**config.mk**
```make
export PLATFORM = sky130hd
export DESIGN_NAME = ps2_mouse_packet_tracker_unit
export DESIGN_NICKNAME = d
export VERILOG_FILES = /design/src/hw/rtl/ps2mpt_pkg.sv /design/src/hw/rtl/ps2mpt_regs.sv /design/src/hw/rtl/ps2_mouse_packet_tracker_unit.sv
export SDC_FILE = /design/constraint.sdc
export NUM_CORES = 1
export LEC_CHECK = 0
export CAP_MARGIN = 20
export CORE_MARGIN = 4
export CORE_UTILIZATION = 39
export DETAILED_ROUTE_END_ITERATION = 16
export DONT_BUFFER_PORTS = 1
export GPL_TIMING_DRIVEN = 0
export HOLD_SLACK_MARGIN = 0.06
export SYNTH_ARGS = -nofsm -noshare
export SYNTH_HDL_FRONTEND = slang
export SYNTH_HIERARCHICAL = 1
export SYNTH_SLANG_ARGS = --single-unit
```
**constraint.sdc**
```tcl
create_clock -name clk -period 4.7 [get_ports clk]
set_clock_uncertainty 0.2 [all_clocks]
set_input_delay 0.47 -clock clk [delete_from_list [all_inputs] [get_ports clk]]
set_output_delay 0.47 -clock clk [all_outputs]
set_load 0.03 [all_outputs]
```
**src/hw/rtl/ps2mpt_pkg.sv**
```systemverilog
// Shared types and constants for the PS/2 mouse packet tracker.
package ps2mpt_pkg;

  // Configuration register byte addresses
  localparam logic [2:0] ADDR_MAX_X = 3'd0;
  localparam logic [2:0] ADDR_MAX_Y = 3'd4;

  localparam logic [11:0] RST_MAX_X = 12'd624;
  localparam logic [11:0] RST_MAX_Y = 12'd464;
  localparam logic [15:0] RST_CUR_X = 16'd320;
  localparam logic [15:0] RST_CUR_Y = 16'd200;

  // Header byte bit positions
  localparam int unsigned HDR_SYNC_IDX = 3;
  localparam int unsigned HDR_LEFT_IDX = 0;

  typedef enum logic [2:0] {
    PH_HDR = 3'b001,
    PH_DX  = 3'b010,
    PH_DY  = 3'b100
  } phase_t;

  typedef struct packed {
    logic [11:0] max_x;
    logic [11:0] max_y;
  } limits_t;

endpackage

```
**src/hw/rtl/ps2mpt_regs.sv**
```systemverilog
// APB-style register file holding the cursor clamp limits.
module ps2mpt_regs (
  input  logic                 clk,
  input  logic                 rst_n,
  input  logic                 psel,
  input  logic                 penable,
  input  logic                 pwrite,
  input  logic [2:0]           paddr,
  input  logic [31:0]          pwdata,
  output logic [31:0]          prdata,
  output ps2mpt_pkg::limits_t  limits
);

  ps2mpt_pkg::limits_t lim_r, lim_nxt;
  logic                wr_en;

  assign wr_en = psel && penable && pwrite;

  always_comb begin
    lim_nxt = lim_r;
    if (wr_en) begin
      if (paddr == ps2mpt_pkg::ADDR_MAX_X) begin
        lim_nxt.max_x = pwdata[11:0];
      end else if (paddr == ps2mpt_pkg::ADDR_MAX_Y) begin
        lim_nxt.max_y = pwdata[11:0];
      end
    end
  end

  always_ff @(posedge clk) begin
    if (!rst_n) begin
      lim_r.max_x <= ps2mpt_pkg::RST_MAX_X;
      lim_r.max_y <= ps2mpt_pkg::RST_MAX_Y;
    end else begin
      lim_r <= lim_nxt;
    end
  end

  always_comb begin
    if (paddr == ps2mpt_pkg::ADDR_MAX_X) begin
      prdata = {20'd0, lim_r.max_x};
    end else if (paddr == ps2mpt_pkg::ADDR_MAX_Y) begin
      prdata = {20'd0, lim_r.max_y};
    end else begin
      prdata = 32'd0;
    end
  end

  assign limits = lim_r;

endmodule

```
**src/hw/rtl/ps2_mouse_packet_tracker_unit.sv**
```systemverilog
// Top level of the PS/2 mouse packet tracker: packet assembly and cursor update.
//
// Usage: feed raw controller bytes on the in_ stream, with in_tuser set when
// the byte came from the auxiliary (mouse) port. Bytes are grouped into
// three-byte packets; a header byte must come from the aux port and carry
// bit 3, otherwise it is dropped while the block hunts for sync. Each
// completed packet produces one request on the out_ stream carrying the
// clamped cursor position and the left button state.
// Path: a packet's third byte is accepted into the input register, then its
// result is loaded into the result register. Throughput: one byte per cycle
// unless a packet-completing byte waits on a held result, limited by the single
// cursor update path between the two registers. The cfg_ port sets max_x
// (address 0) and max_y (address 4); write it only while no bytes are in flight.
// Reset: cursor returns to (320, 200) masked to COORD_BITS, limits to
// (624, 464), packet phase to header hunt.
// Stall: while out_tready is low a waiting result is held; bytes that do not
// complete a packet keep flowing, and a packet-completing byte waits in the
// input register, which then drops in_tready.
module ps2_mouse_packet_tracker_unit #(
  parameter int unsigned COORD_BITS = 12
) (
  input  logic        clk,
  input  logic        rst_n,
  // in_tdata: [7:0] data_byte
  input  logic        in_tvalid,
  output logic        in_tready,
  input  logic [7:0]  in_tdata,
  // in_tuser: [0] from_aux
  input  logic [0:0]  in_tuser,
  // out_tdata: [11:0] pos_x, [23:12] pos_y, [24] left_button, [31:25] zero
  output logic        out_tvalid,
  input  logic        out_tready,
  output logic [31:0] out_tdata,
  input  logic        cfg_psel,
  input  logic        cfg_penable,
  input  logic        cfg_pwrite,
  input  logic [2:0]  cfg_paddr,
  input  logic [31:0] cfg_pwdata,
  output logic [31:0] cfg_prdata,
  output logic        cfg_pready
);

  localparam int unsigned SW = COORD_BITS + 2;
  localparam logic [COORD_BITS-1:0] COORD_MAX = '1;
  localparam logic [COORD_BITS-1:0] RST_X = COORD_BITS'(ps2mpt_pkg::RST_CUR_X);
  localparam logic [COORD_BITS-1:0] RST_Y = COORD_BITS'(ps2mpt_pkg::RST_CUR_Y);

  ps2mpt_pkg::limits_t limits;

  ps2mpt_regs u_regs (
    .clk     (clk),
    .rst_n   (rst_n),
    .psel    (cfg_psel),
    .penable (cfg_penable),
    .pwrite  (cfg_pwrite),
    .paddr   (cfg_paddr),
    .pwdata  (cfg_pwdata),
    .prdata  (cfg_prdata),
    .limits  (limits)
  );

  assign cfg_pready = 1'b1;

  // Input register
  logic       in_v_r, in_v_nxt;
  logic [7:0] in_byte_r;
  logic       in_aux_r;

  // Packet state
  ps2mpt_pkg::phase_t  phase_r, phase_nxt;
  logic                hdr_left_r, hdr_left_nxt;
  logic [7:0]          dx_r, dx_nxt;
  logic [COORD_BITS-1:0] cur_x_r, cur_x_nxt, cur_y_r, cur_y_nxt;

  // Result register
  logic        out_v_r, out_v_nxt;
  logic [11:0] pos_x_r, pos_y_r;
  logic        left_r;

  logic                  emit, hdr_ok, adv, out_free;
  logic [COORD_BITS-1:0] lim_x, lim_y, clx, cly;
  logic signed [SW-1:0]  nx, ny;

  // Clamp limit is the smaller of the register and the coordinate range
  always_comb begin
    lim_x = (17'(limits.max_x) > 17'(COORD_MAX)) ? COORD_MAX : COORD_BITS'(limits.max_x);
    lim_y = (17'(limits.max_y) > 17'(COORD_MAX)) ? COORD_MAX : COORD_BITS'(limits.max_y);
  end

  assign nx = $signed({2'b00, cur_x_r}) + SW'($signed(dx_r));
  assign ny = $signed({2'b00, cur_y_r}) - SW'($signed(in_byte_r));

  always_comb begin
    if (nx < 0) begin
      clx = '0;
    end else if ($unsigned(nx) > SW'(lim_x)) begin
      clx = lim_x;
    end else begin
      clx = COORD_BITS'(nx);
    end
    if (ny < 0) begin
      cly = '0;
    end else if ($unsigned(ny) > SW'(lim_y)) begin
      cly = lim_y;
    end else begin
      cly = COORD_BITS'(ny);
    end
  end

  assign emit     = (phase_r == ps2mpt_pkg::PH_DY);
  assign hdr_ok   = in_aux_r && in_byte_r[ps2mpt_pkg::HDR_SYNC_IDX];
  assign out_free = !out_v_r || out_tready;
  // Only a packet-completing byte needs room in the result register
  assign adv      = in_v_r && (!emit || out_free);
  assign in_tready = !in_v_r || adv;

  always_comb begin
    phase_nxt    = phase_r;
    hdr_left_nxt = hdr_left_r;
    dx_nxt       = dx_r;
    cur_x_nxt    = cur_x_r;
    cur_y_nxt    = cur_y_r;
    if (adv) begin
      unique case (phase_r)
        ps2mpt_pkg::PH_DX: begin
          dx_nxt    = in_byte_r;
          phase_nxt = ps2mpt_pkg::PH_DY;
        end
        ps2mpt_pkg::PH_DY: begin
          cur_x_nxt = clx;
          cur_y_nxt = cly;
          phase_nxt = ps2mpt_pkg::PH_HDR;
        end
        default: begin
          // Hunt for sync: drop anything that is not a valid header
          if (hdr_ok) begin
            hdr_left_nxt = in_byte_r[ps2mpt_pkg::HDR_LEFT_IDX];
            phase_nxt    = ps2mpt_pkg::PH_DX;
          end else begin
            phase_nxt    = ps2mpt_pkg::PH_HDR;
          end
        end
      endcase
    end
  end

  always_comb begin
    in_v_nxt = in_v_r;
    if (in_tvalid && in_tready) begin
      in_v_nxt = 1'b1;
    end else if (adv) begin
      in_v_nxt = 1'b0;
    end
    out_v_nxt = out_v_r;
    if (adv && emit) begin
      out_v_nxt = 1'b1;
    end else if (out_tready) begin
      out_v_nxt = 1'b0;
    end
  end

  always_ff @(posedge clk) begin
    if (!rst_n) begin
      in_v_r     <= 1'b0;
      out_v_r    <= 1'b0;
      phase_r    <= ps2mpt_pkg::PH_HDR;
      hdr_left_r <= 1'b0;
      dx_r       <= 8'd0;
      cur_x_r    <= RST_X;
      cur_y_r    <= RST_Y;
    end else begin
      in_v_r     <= in_v_nxt;
      out_v_r    <= out_v_nxt;
      phase_r    <= phase_nxt;
      hdr_left_r <= hdr_left_nxt;
      dx_r       <= dx_nxt;
      cur_x_r    <= cur_x_nxt;
      cur_y_r    <= cur_y_nxt;
    end
  end

  always_ff @(posedge clk) begin
    if (in_tvalid && in_tready) begin
      in_byte_r <= in_tdata;
      in_aux_r  <= in_tuser[0];
    end
    if (adv && emit) begin
      pos_x_r <= 12'(clx);
      pos_y_r <= 12'(cly);
      left_r  <= hdr_left_r;
    end
  end

  assign out_tvalid = out_v_r;
  assign out_tdata  = {7'd0, left_r, pos_y_r, pos_x_r};

  a_emit_result: assert property (@(posedge clk) disable iff (!rst_n)
    adv && emit |=> out_v_r && phase_r == ps2mpt_pkg::PH_HDR)
    else $error("completed packet did not load the result register");

  a_header_sync: assert property (@(posedge clk) disable iff (!rst_n)
    adv && phase_r == ps2mpt_pkg::PH_HDR && hdr_ok |=> phase_r == ps2mpt_pkg::PH_DX)
    else $error("valid header did not advance the packet phase");

  a_stall_cause: assert property (@(posedge clk) disable iff (!rst_n)
    !in_tready |-> in_v_r && emit && out_v_r && !out_tready)
    else $error("input stalled without a blocked result");

  a_clamp_x: assert property (@(posedge clk) disable iff (!rst_n)
    adv && emit |=> cur_x_r <= $past(lim_x) && cur_y_r <= $past(lim_y))
    else $error("cursor left the clamp range after a packet");

endmodule
```
# Word level (Yosys, flattened, before mapping)
# Index checks and enable logic that the tools add are counted.
[word_totals]
reg_bits = 96
in_bits = 51
[classes]
n_addsub = 2
order_cmp = 4
eq_ne = 3
mux = 12
bitwise_logic = 2
n_reduce_logical = 21
[ops]
columns = ["operator", "count"]
rows = [
  ["$mux W12", 5],
  ["$mux W32", 1],
  ["$gt A14 B12 Y1", 2],
  ["$lt A14 B1 Y1 const B", 2],
  ["$add A13 B8 Y14", 1],
  ["$sub A13 B8 Y14", 1],
  ["$eq A3 B3 Y1 const B", 2],
  ["$logic_and A1 B1 Y1", 6],
  ["$pmux W3 S2", 1],
  ["$reduce_and A2 Y1", 3],
  ["$reduce_and A3 Y1", 2],
  ["$mux W1", 4],
  ["$reduce_bool A2 Y1", 2],
  ["$eq A3 B2 Y1 const B", 1],
  ["$logic_not A1 Y1", 3],
  ["$logic_not A3 Y1", 1],
  ["$logic_or A1 B1 Y1", 3],
  ["$mux W2", 1],
  ["$not A1 Y1", 2],
  ["$reduce_or A2 Y1", 1],
]

# Logic depth before layout (Yosys ltp)
# Gate-level depths: netlist (run 1).
[logic_depth]
depth_word = 7
mapped_depth = 19
depth_no_buf = 18

# Modules after synthesis
# The synthesis (run 1) kept the hierarchy.
[by_module_without_submodules]
columns = ["mod", "instances", "cells_per_inst", "area_each_um2", "seq_area_each_um2"]
rows = [
  ["ps2_mouse_packet_tracker_unit", 1, 484, 4652.0, 1781.7],
  ["ps2mpt_regs", 1, 150, 1318.8, 480.5],
]

# Worst setup path after synthesis (run 1)
# OpenSTA, ideal clock, no wires.
[synth_path]
path_type = "register -> register"
start = "register in_byte_r[0]"
end = "register pos_y_r[3], data pin"
setup_time_ns = 0.266
arrival_time_ns = 3.563
setup_slack_ns = 0.671
path_stages_with_launch = 19
path_buffers = 1
cell_sequence = "edfxtp_1 > ha_1 > inv_1 > fa_1 > a211oi_1 > o21ai_1 > a21oi_1 > o21ai_0 > xnor2_1 > ha_1 > nand2_1 > nor2_1 > nand2_1 > nor3_1 > a31oi_1 > a2111oi_2 > buf_6 > mux2i_1 > nor2_1"
[synth_via]
elab_chain_len = 4
word_cells_on_any_way = 5
classes_between = "add/sub: 1; order compare: 2; mux: 2"
[synth_lines]
columns = ["element", "line_no", "rtl"]
rows = [
  ["start, declared", "ps2_mouse_packet_tracker_unit.sv:66", "logic [7:0] in_byte_r;"],
  ["start signal, assigned", "ps2_mouse_packet_tracker_unit.sv:184", "in_byte_r <= in_tdata;"],
  ["$sub A13 B8 Y14 (*)", "ps2_mouse_packet_tracker_unit.sv:91", "assign ny = $signed({2'b00, cur_y_r}) - SW'($signed(in_byte_r));"],
  ["$gt A14 B12 Y1", "ps2_mouse_packet_tracker_unit.sv:103", "end else if ($unsigned(ny) > SW'(lim_y)) begin"],
  ["$mux W12", "ps2_mouse_packet_tracker_unit.sv:103", ""],
  ["$mux W12 (*)", "ps2_mouse_packet_tracker_unit.sv:101", "if (ny < 0) begin"],
  ["via cly[3]", "ps2_mouse_packet_tracker_unit.sv:81", "logic [COORD_BITS-1:0] lim_x, lim_y, clx, cly;"],
  ["end signal, assigned", "ps2_mouse_packet_tracker_unit.sv:189", "pos_y_r <= 12'(cly);"],
  ["end, declared", "ps2_mouse_packet_tracker_unit.sv:77", "logic [11:0] pos_x_r, pos_y_r;"],
]
# The timed path passes the listed nets; every way through them passes the cells marked *.
# A chain may end at the register's enable or synchronous reset.

# Worst setup path in the final report (run 1)
[layout_path]
start = "register in_byte_r[1]"
end = "register pos_y_r[3], data pin"
# The elaborated chain is that of the path after synthesis.

==> metrics.yaml, run 1 <==
synthesis:
  register_area_share_after_synthesis_pct: 37.89
  ys_seq_elements: 96
  syn_area_per_cell_um2: 9.418
  synth_cells: 634
  post_synth_top_flop: "sky130_fd_sc_hd__dfxtp_1"
  syn-cell-area_mm2: 0.005971
  synthArstFlopShare_pct: 0
  post_synth_num_cell_types: 63
  synth_edf_count: 34
  yosysWarningCount: 6
routing:
  routedWlPerCell_um: 16.81
  drt_first_iter_violations: 206
  drt.antenna.violating_nets: 0
  drt_first_pass_iters: 5
  routed_via_density: 5.073
  remaining_drc_errors: 0
  drt-total-wl_um: 14770
  num_vias: 4459
worst_setup_path:
  ff2ff_path_depth: 18
  timing.critical_path.slowest_cell_delay_ps: 430
  worst_path_most_repeated_cell: "sky130_fd_sc_hd__ha_1"
  minimum_setup_slack_among_reg_to_reg_paths_ps: 240
  worstPathMaxFanout: 5
  timing.critical_path.to_type: "flop"
  regToRegStartpoint: "in_byte_r[1]$_DFFE_PP_"
  cp_data_arrival_time_ps: 4330
  worstPathRequired_ps: 4570
  path_class: "flop to flop"
  path_cells: "inv_1 > ha_1 > nor2b_1 > o31a_2 > o211ai_2 > nand2b_1 > a21oi_1 > xnor2_1 > ha_1 > nand3_1 > nor2_2 > nand2_1 > nor3_2 > a31oi_1 > a2111oi_4 > buf_6 > mux2i_4 > nor2_1"
  worstReg2RegEnd: "pos_y_r[3]$_DFFE_PP_"
  startpoint_type: "flop"
  cpMaxStageDelayCell: "sky130_fd_sc_hd__edfxtp_1"
pwr:
  clkPwrFrac_pct: 42.0
  switching_power_w: 0.0004927
  p_total_w: 0.001989
  intPower_w: 0.001496
  ir_drop_mv: 0.1775
  p_sw_share_pct: 24.77
  p_per_area_mw_per_mm2: 288.3
  power.static_leakage_nw: 2.924
  power.combinational.fraction_pct: 13.8
  power.sequential.fraction_pct: 44.2
finish:
  syn2layout_area_growth_pct: 15.55
  final_layout_size_suffix_gt1_share_pct: 12.39
  net_total_in_the_final_layout: 792
  final_standard_cell_utilization_of_the_core_pct: 46.76
grt:
  antenna_violations_before_repair: 1
  grt_overflow: 0
  grt_util_met3_pct: 5.458
  global_route.usage.met2_pct: 25.21
  grt_use_total_pct: 16.67
  grt_start_max_net_pins: 16
  globalRoute.busiestLayer: "met2"
  number_of_global_route_vias_before_repair: 4501
  globalRouteMet1Util_pct: 22.79
  grt_first_pass_wirelength_um: 23170
timing:
  final.setup.worst_slack_ps: 239.7
  max_clock_freq_ghz: 0.2242
  slew_headroom_pct: 33.88
  timing.final.setup_violations: 0
  finalHoldWorstSlack_ps: 88.53
  finalSetupTns_ps: 0
  fin_crit_ps: 4460
  final-max-slew-violation-count: 0
  layout_worst_path_cycle_share_pct: 94.90
  tightest_slew_ps: 991.8
  finalHoldViolCount: 0
clock_network:
  clock_tree.root_cell: "sky130_fd_sc_hd__clkbuf_16"
  worstSkewPairLatency_ps: 350
  cts_tree: "built"
  cts-buffers-inserted: 9
  ctsHtreeMaxLevel: 3
  cts.reportedPaths.clkPinSlew_ps: 70
  numClockSinks: 96
  clock_tree.buffer_depth: 2
floorplanning:
  die_width_um: 131.7
  fp.coreArea_mm2: 0.01475
  num_io_pins: 118
  design.die.area_mm2: 0.01735
  row_count: 44
  chipHeight_um: 131.7
  start_util_pct: 40.47
worst_hold_path:
  holdCritStartpoint: "cfg_pwdata[11]"
  worstHoldPathType: "input pin to flop"
  hold_depth: 2
  worstHoldEndpoint: "u_regs/limits[23]$_SDFFE_PN0P_"
job:
  max_cap_viol_count: 0
place:
  dp_hpwl_um: 11490
  port_buffers: 0
  finalWeightedCongestion: 0.8834
  placement.setup.worst_slack_ps: -212.0
outcome:
  run_status: "finished, final reports clean"
## metal layers
metal | vias to the layer above | part of all wire [%]
li1 | 2266 | -
met1 | 2054 | 48
met2 | 122 | 43
met3 | 17 | 7.2
met4 | 0 | 1.8
met5 | - | 0
## registers in the layout (all words and copies together) (netlist names), 3 cells and up
register       flops
cur_y_r           12
cur_x_r           12
in_byte_r          8
dx_r               8
u_regs/limits     24
phase_r            3
pos_x_r           12
pos_y_r           12
## synthesized netlist by cell type, types with 4 or more instances
| cell | count | area share (%) |
|---|---|---|
| sky130_fd_sc_hd__o211ai_1 | 5 | 0.63 |
| sky130_fd_sc_hd__nand3b_1 | 4 | 0.50 |
| sky130_fd_sc_hd__nand2b_1 | 7 | 0.73 |
| sky130_fd_sc_hd__ha_1 | 50 | 10 |
| sky130_fd_sc_hd__buf_4 | 29 | 3.6 |
| sky130_fd_sc_hd__nand2_1 | 62 | 3.9 |
| sky130_fd_sc_hd__nand4_1 | 5 | 0.52 |
| sky130_fd_sc_hd__a211oi_1 | 4 | 0.50 |
| sky130_fd_sc_hd__xnor2_1 | 16 | 2.3 |
| sky130_fd_sc_hd__o21ai_0 | 21 | 1.8 |
| sky130_fd_sc_hd__nor2_1 | 51 | 3.2 |
| sky130_fd_sc_hd__o21ai_1 | 22 | 1.8 |
| sky130_fd_sc_hd__clkbuf_1 | 12 | 0.75 |
| sky130_fd_sc_hd__inv_1 | 48 | 3.0 |
| sky130_fd_sc_hd__a21o_1 | 7 | 0.88 |
| sky130_fd_sc_hd__edfxtp_1 | 34 | 17 |
| sky130_fd_sc_hd__o21a_1 | 9 | 1.1 |
| sky130_fd_sc_hd__a21oi_1 | 27 | 2.3 |
| sky130_fd_sc_hd__mux2i_1 | 64 | 11 |
| sky130_fd_sc_hd__dfxtp_1 | 62 | 21 |
| sky130_fd_sc_hd__nor3_1 | 8 | 0.67 |
| sky130_fd_sc_hd__nor2b_1 | 25 | 2.6 |
## how the worst max path moves through the flow
stage                                 startpoint                   end  cells after the start
after floorplan           in_byte_r[0]$_DFFE_PP_  pos_y_r[3]$_DFFE_PP_                     18
after global placement    in_byte_r[0]$_DFFE_PP_  pos_y_r[3]$_DFFE_PP_                     18
after detailed placement  in_byte_r[0]$_DFFE_PP_  pos_y_r[3]$_DFFE_PP_                     18
after CTS                 in_byte_r[0]$_DFFE_PP_  pos_y_r[3]$_DFFE_PP_                     18
after global routing      in_byte_r[1]$_DFFE_PP_  pos_y_r[9]$_DFFE_PP_                     18
final                     in_byte_r[1]$_DFFE_PP_  pos_y_r[3]$_DFFE_PP_                     18
## per-stage QoR
| step | instances | area, um^2 |
|---|---|---|
| floorplan | 659 | 6065 |
| global placement | 843 | 6295 |
| detailed placement | 844 | 6322 |
| CTS | 873 | 6804 |
| global route | 879 | 6899 |
| finish | 879 | 6899 |
## layout by cell type, fill, tap and decap left out, types with 9 or more instances in the layout
master	n
sky130_fd_sc_hd__nand2_1	62
sky130_fd_sc_hd__dfxtp_1	62
sky130_fd_sc_hd__mux2i_1	59
sky130_fd_sc_hd__nor2_1	50
sky130_fd_sc_hd__ha_1	50
sky130_fd_sc_hd__inv_1	48
sky130_fd_sc_hd__edfxtp_1	34
sky130_fd_sc_hd__buf_4	33
sky130_fd_sc_hd__conb_1	28
sky130_fd_sc_hd__a21oi_1	26
sky130_fd_sc_hd__nor2b_1	25
sky130_fd_sc_hd__o21ai_1	22
sky130_fd_sc_hd__o21ai_0	21
sky130_fd_sc_hd__xnor2_1	16
sky130_fd_sc_hd__dlygate4sd3_1	13
sky130_fd_sc_hd__clkbuf_1	12
sky130_fd_sc_hd__o21a_1	9
sky130_fd_sc_hd__clkbuf_16	9
## power groups by stage
stage / clock network, W / logic [W] / registers (W)
2_1_floorplan: 0 / 0.000197 / 0.000893
3_3_place_gp: 0 / 0.000233 / 0.000898
3_5_place_dp: 0 / 0.000239 / 0.000898
4_1_cts: 0.000859 / 0.000252 / 0.000879
5_1_grt: 0.000888 / 0.000300 / 0.000880
6_report: 0.000835 / 0.000274 / 0.000880
## layout make-up
type	count	area [um^2]
fillers	1403	7855
multi-input cells	466	3342
flip-flops and latches	96	2262
plain buffers	49	347.8
well taps	184	230.2
clock buffers	9	225.2
repair buffers	19	198.9
inverters	48	180.2
clock inverters	7	110.1
diodes	1	2.502
## repair_timing
| action | CTS | global route |
|---|---|---|
| hold endpoints to repair | 13 | 0 |
| hold buffers | 13 | 0 |
| gates resized for setup | 2 | 15 |
| setup buffers | 0 | 4 |
| gates cloned | 0 | 1 |
| setup endpoints to repair | 20 | 22 |
| pin swaps | 0 | 3 |
## cells by family (layout without fill, tap and decap cells)
logic type               count (synthesis)  count (layout)  synth area share, %
AND/OR/NAND/NOR                        185             185                15.03
XOR/XNOR                                19              19                2.787
AO/OA/AOI/OAI                          118             118                13.39
multiplexers                            64              64                10.73
adder cells (fa/ha/maj)                 52              52                11.15
flip-flops                              96              96                37.89
buffers and inverters                   97             132                8.843
other                                    3              29               0.1886
## critical path, delay by kind of cell, from the launching register on
family	cells	cell delay, ps
AO/OA/AOI/OAI	5	1330
XOR/XNOR	1	140
adder cells (fa/ha/maj)	2	550
buffers and inverters	2	370
flip-flops	1	430
multiplexers	1	260
AND/OR/NAND/NOR	7	880
Power figures use the tool's default switching activity.
==> run 2: changes to the inputs <==
Settings changed: CORE_UTILIZATION 39 to 55, PLACE_DENSITY set to 0.7, RECOVER_POWER set to 50.
==> run 2 against run 1 <==
Wire length fell by 3.6%. Sequential share of layout area rose by 0.95 points. Maximum frequency shrank 0.63%.
==> metrics.yaml, run 2 (synthesized netlist as in run 1, its figures left out) <==
clock_network:
  clock_tree.root_cell: "sky130_fd_sc_hd__clkbuf_8"
  ctsHtreeMaxLevel: 3  # unchanged
  cts_tree: "built"
  worstSkewPairLatency_ps: 390  # +40 ps
  clock_tree.buffer_depth: 2  # unchanged
  numClockSinks: 96  # unchanged
  cts.reportedPaths.clkPinSlew_ps: 90  # +20 ps
  cts-buffers-inserted: 9  # unchanged
finish:
  layout.area.seq_mm2: 0.002262  # unchanged
  net_total_in_the_final_layout: 799  # +0.88%
  n_antenna_cell: 0  # -1
  fillCellCount: 901  # -36%
  flip_flop_count_of_the_largest_register_all_copies_and_words_added: 24  # unchanged
  syn2layout_area_growth_pct: 12.30
  final_layout_size_suffix_gt1_share_pct: 10.70  # -1.7 points
  finalInstanceArea_mm2: 0.006705  # -2.8%
  area_of_the_multi_input_gates_mm2: 0.003299  # -1.3%
  final_standard_cell_utilization_of_the_core_pct: 64.09  # +17 points
  layout_common_cells: "62 x sky130_fd_sc_hd__nand2_1, 62 x sky130_fd_sc_hd__dfxtp_1, 61 x sky130_fd_sc_hd__mux2i_1"
worst_setup_path:
  cp_data_arrival_time_ps: 4400  # +70 ps
  startpoint_type: "flop"
  timing.critical_path.to_type: "flop"
  path_class: "flop to flop"
  worstPathMaxFanout: 10  # +5
  worstPathRequired_ps: 4620  # +50 ps
grt:
  antenna_violations_before_repair: 0  # -1
  number_of_global_route_vias_before_repair: 4680  # +4.0%
  grt_use_total_pct: 23.06  # +6.4 points
  grt_first_pass_wirelength_um: 23290  # +0.54%
  grt_start_max_net_pins: 16  # unchanged
  grt_overflow: 0  # unchanged
routing:
  routedWlPerCell_um: 17.02  # +1.3%
  drt_first_pass_iters: 5  # unchanged
  routed_via_density: 5.458  # +7.6%
  drt.antenna.violating_nets: 0  # unchanged
  num_vias: 4568  # +2.4%
  remaining_drc_errors: 0  # unchanged
  drt_first_iter_violations: 279  # +35%
  drt-total-wl_um: 14250  # -3.6%
timing:
  timing.final.setup_violations: 0  # unchanged
  finalHoldViolCount: 0  # unchanged
  finalSetupTns_ps: 0  # unchanged
  fin_crit_ps: 4488  # +28.14 ps
  max_clock_freq_ghz: 0.2228  # -0.63%
  grt_setup_unrepaired: "false"
  tightest_slew_ps: 1244  # +251.8 ps
  layout_worst_path_cycle_share_pct: 95.50  # +0.60 points
  slew_headroom_pct: 16.79  # -17 points
  final-max-slew-violation-count: 0  # unchanged
floorplanning:
  die_width_um: 112.2  # -15%
  design.die.area_mm2: 0.01259  # -27%
  row_count: 37  # -16%
  num_io_pins: 118  # unchanged
  start_util_pct: 57.07  # +17 points
  fp.coreArea_mm2: 0.01046  # -29%
  chipHeight_um: 112.2  # -15%
place:
  finalWeightedCongestion: 0.8803  # -0.35%
  placement_cell_area_mm2: 0.006262  # -0.95%
  dp_hpwl_um: 10810  # -5.9%
  port_buffers: 0  # unchanged
outcome:
  run_status: "finished, final reports clean"
worst_hold_path:
  worstHoldPathType: "input pin to flop"
pwr:
  power.sequential.fraction_pct: 52.2  # +8.0 points
  power.static_leakage_nw: 2.872  # -1.8%
  intPower_w: 0.001227  # -18%
  p_sw_share_pct: 27.23  # +2.5 points
  switching_power_w: 0.0004591  # -6.8%
  power.combinational.fraction_pct: 15.9  # +2.1 points
  ir_drop_mv: 0.1841  # +3.7%
  p_per_area_mw_per_mm2: 251.5  # -13%
  clkPwrFrac_pct: 31.9  # -10 points
job:
  max_cap_viol_count: 0  # unchanged
==> run 2: cell types whose count changed in the layout (fill, tap and decap cells not counted), moves of 2 or more <==
cell                            change
sky130_fd_sc_hd__clkbuf_1           +4
sky130_fd_sc_hd__clkbuf_16          -9
sky130_fd_sc_hd__clkbuf_8          +13
sky130_fd_sc_hd__buf_4              -2
sky130_fd_sc_hd__mux2i_4            -2
sky130_fd_sc_hd__nor2_1             +2
sky130_fd_sc_hd__bufinv_16          -3
sky130_fd_sc_hd__dlygate4sd3_1      +9
sky130_fd_sc_hd__mux2i_1            +2
sky130_fd_sc_hd__buf_6              -3
==> run 2: worst max-delay path, stage by stage, from the launching register on <==
cell                        delay (ps)
sky130_fd_sc_hd__edfxtp_1          420
sky130_fd_sc_hd__ha_1              200
sky130_fd_sc_hd__inv_1              60
sky130_fd_sc_hd__fa_1              430
sky130_fd_sc_hd__a211oi_2          250
sky130_fd_sc_hd__o21ai_1           130
sky130_fd_sc_hd__a21oi_2           190
sky130_fd_sc_hd__buf_4             150
sky130_fd_sc_hd__xnor2_1           150
sky130_fd_sc_hd__ha_1              290
sky130_fd_sc_hd__a21o_1            180
sky130_fd_sc_hd__a21oi_1           140
sky130_fd_sc_hd__nor2b_1            60
sky130_fd_sc_hd__o21ai_0           190
sky130_fd_sc_hd__a31oi_1           170
sky130_fd_sc_hd__a2111oi_4         410
sky130_fd_sc_hd__buf_6             250
sky130_fd_sc_hd__mux2i_2           280
sky130_fd_sc_hd__nor2_1             70
==> run 2: power by group through the flow <==
stage / Clock (W) / Combinational [W] / Sequential [W]
floorplan: 0 / 0.000197 / 0.000893
global placement: 0 / 0.000230 / 0.000899
detailed placement: 0 / 0.000237 / 0.000899
CTS: 0.000550 / 0.000256 / 0.000880
global route: 0.000587 / 0.000292 / 0.000881
finish: 0.000537 / 0.000269 / 0.000880
==> run 2: layer usage <==
layer	GRT usage, %	part of all wire (%)	vias up
met5	0	0	-
met4	6.891	2.2	0
met3	6.631	7.6	24
met2	37.11	44	174
met1	30.26	46	2099
li1	-	-	2271
==> run 2: cell type report <==
type | instances | share of cell area [%]
Tap cell | 136 | 2.538
Sequential cell | 96 | 33.74
Inverter | 48 | 2.687
Timing Repair Buffer | 26 | 4.031
Clock inverter | 2 | 0.1679
Multi-Input combinational cell | 466 | 49.21
Buffer | 49 | 4.908
Clock buffer | 14 | 2.724
==> run 2: path summary, 6_finish.rpt <==
check | startpoint | end | slack (ps) | cells past startpoint
min reg2reg | hdr_left_r$_SDFFE_PN0P_ | left_r$_DFFE_PP_ | 250 | 0
max reg2reg | in_byte_r[0]$_DFFE_PP_ | pos_y_r[3]$_DFFE_PP_ | 210 | 18
max | in_byte_r[0]$_DFFE_PP_ | pos_y_r[3]$_DFFE_PP_ | 210 | 18
min | cfg_pwdata[9] | u_regs/limits[21]$_SDFFE_PN1P_ | 80 | 2
==> run 2: per-stage QoR <==
step	setup WS (ps)	instances	hold WS, ps	total power [W]
2_1_floorplan	670.6	659	208.0	0.001090
3_3_place_gp	-7.116	795	214.9	0.001129
3_5_place_dp	-42.36	796	224.5	0.001136
4_1_cts	1.083	834	69.87	0.001686
5_1_grt	7.037	837	112.3	0.001760
6_report	211.6	837	79.98	0.001686
==> run 2: what timing repair did <==
item                                   in CTS  in global routing
endpoints found under the hold margin      29                  0
setup endpoints to repair                  12                 24
buffers inserted                            0                  3
gates resized for setup                     1                  6
hold buffers                               22                  0
pin swaps                                   0                  2
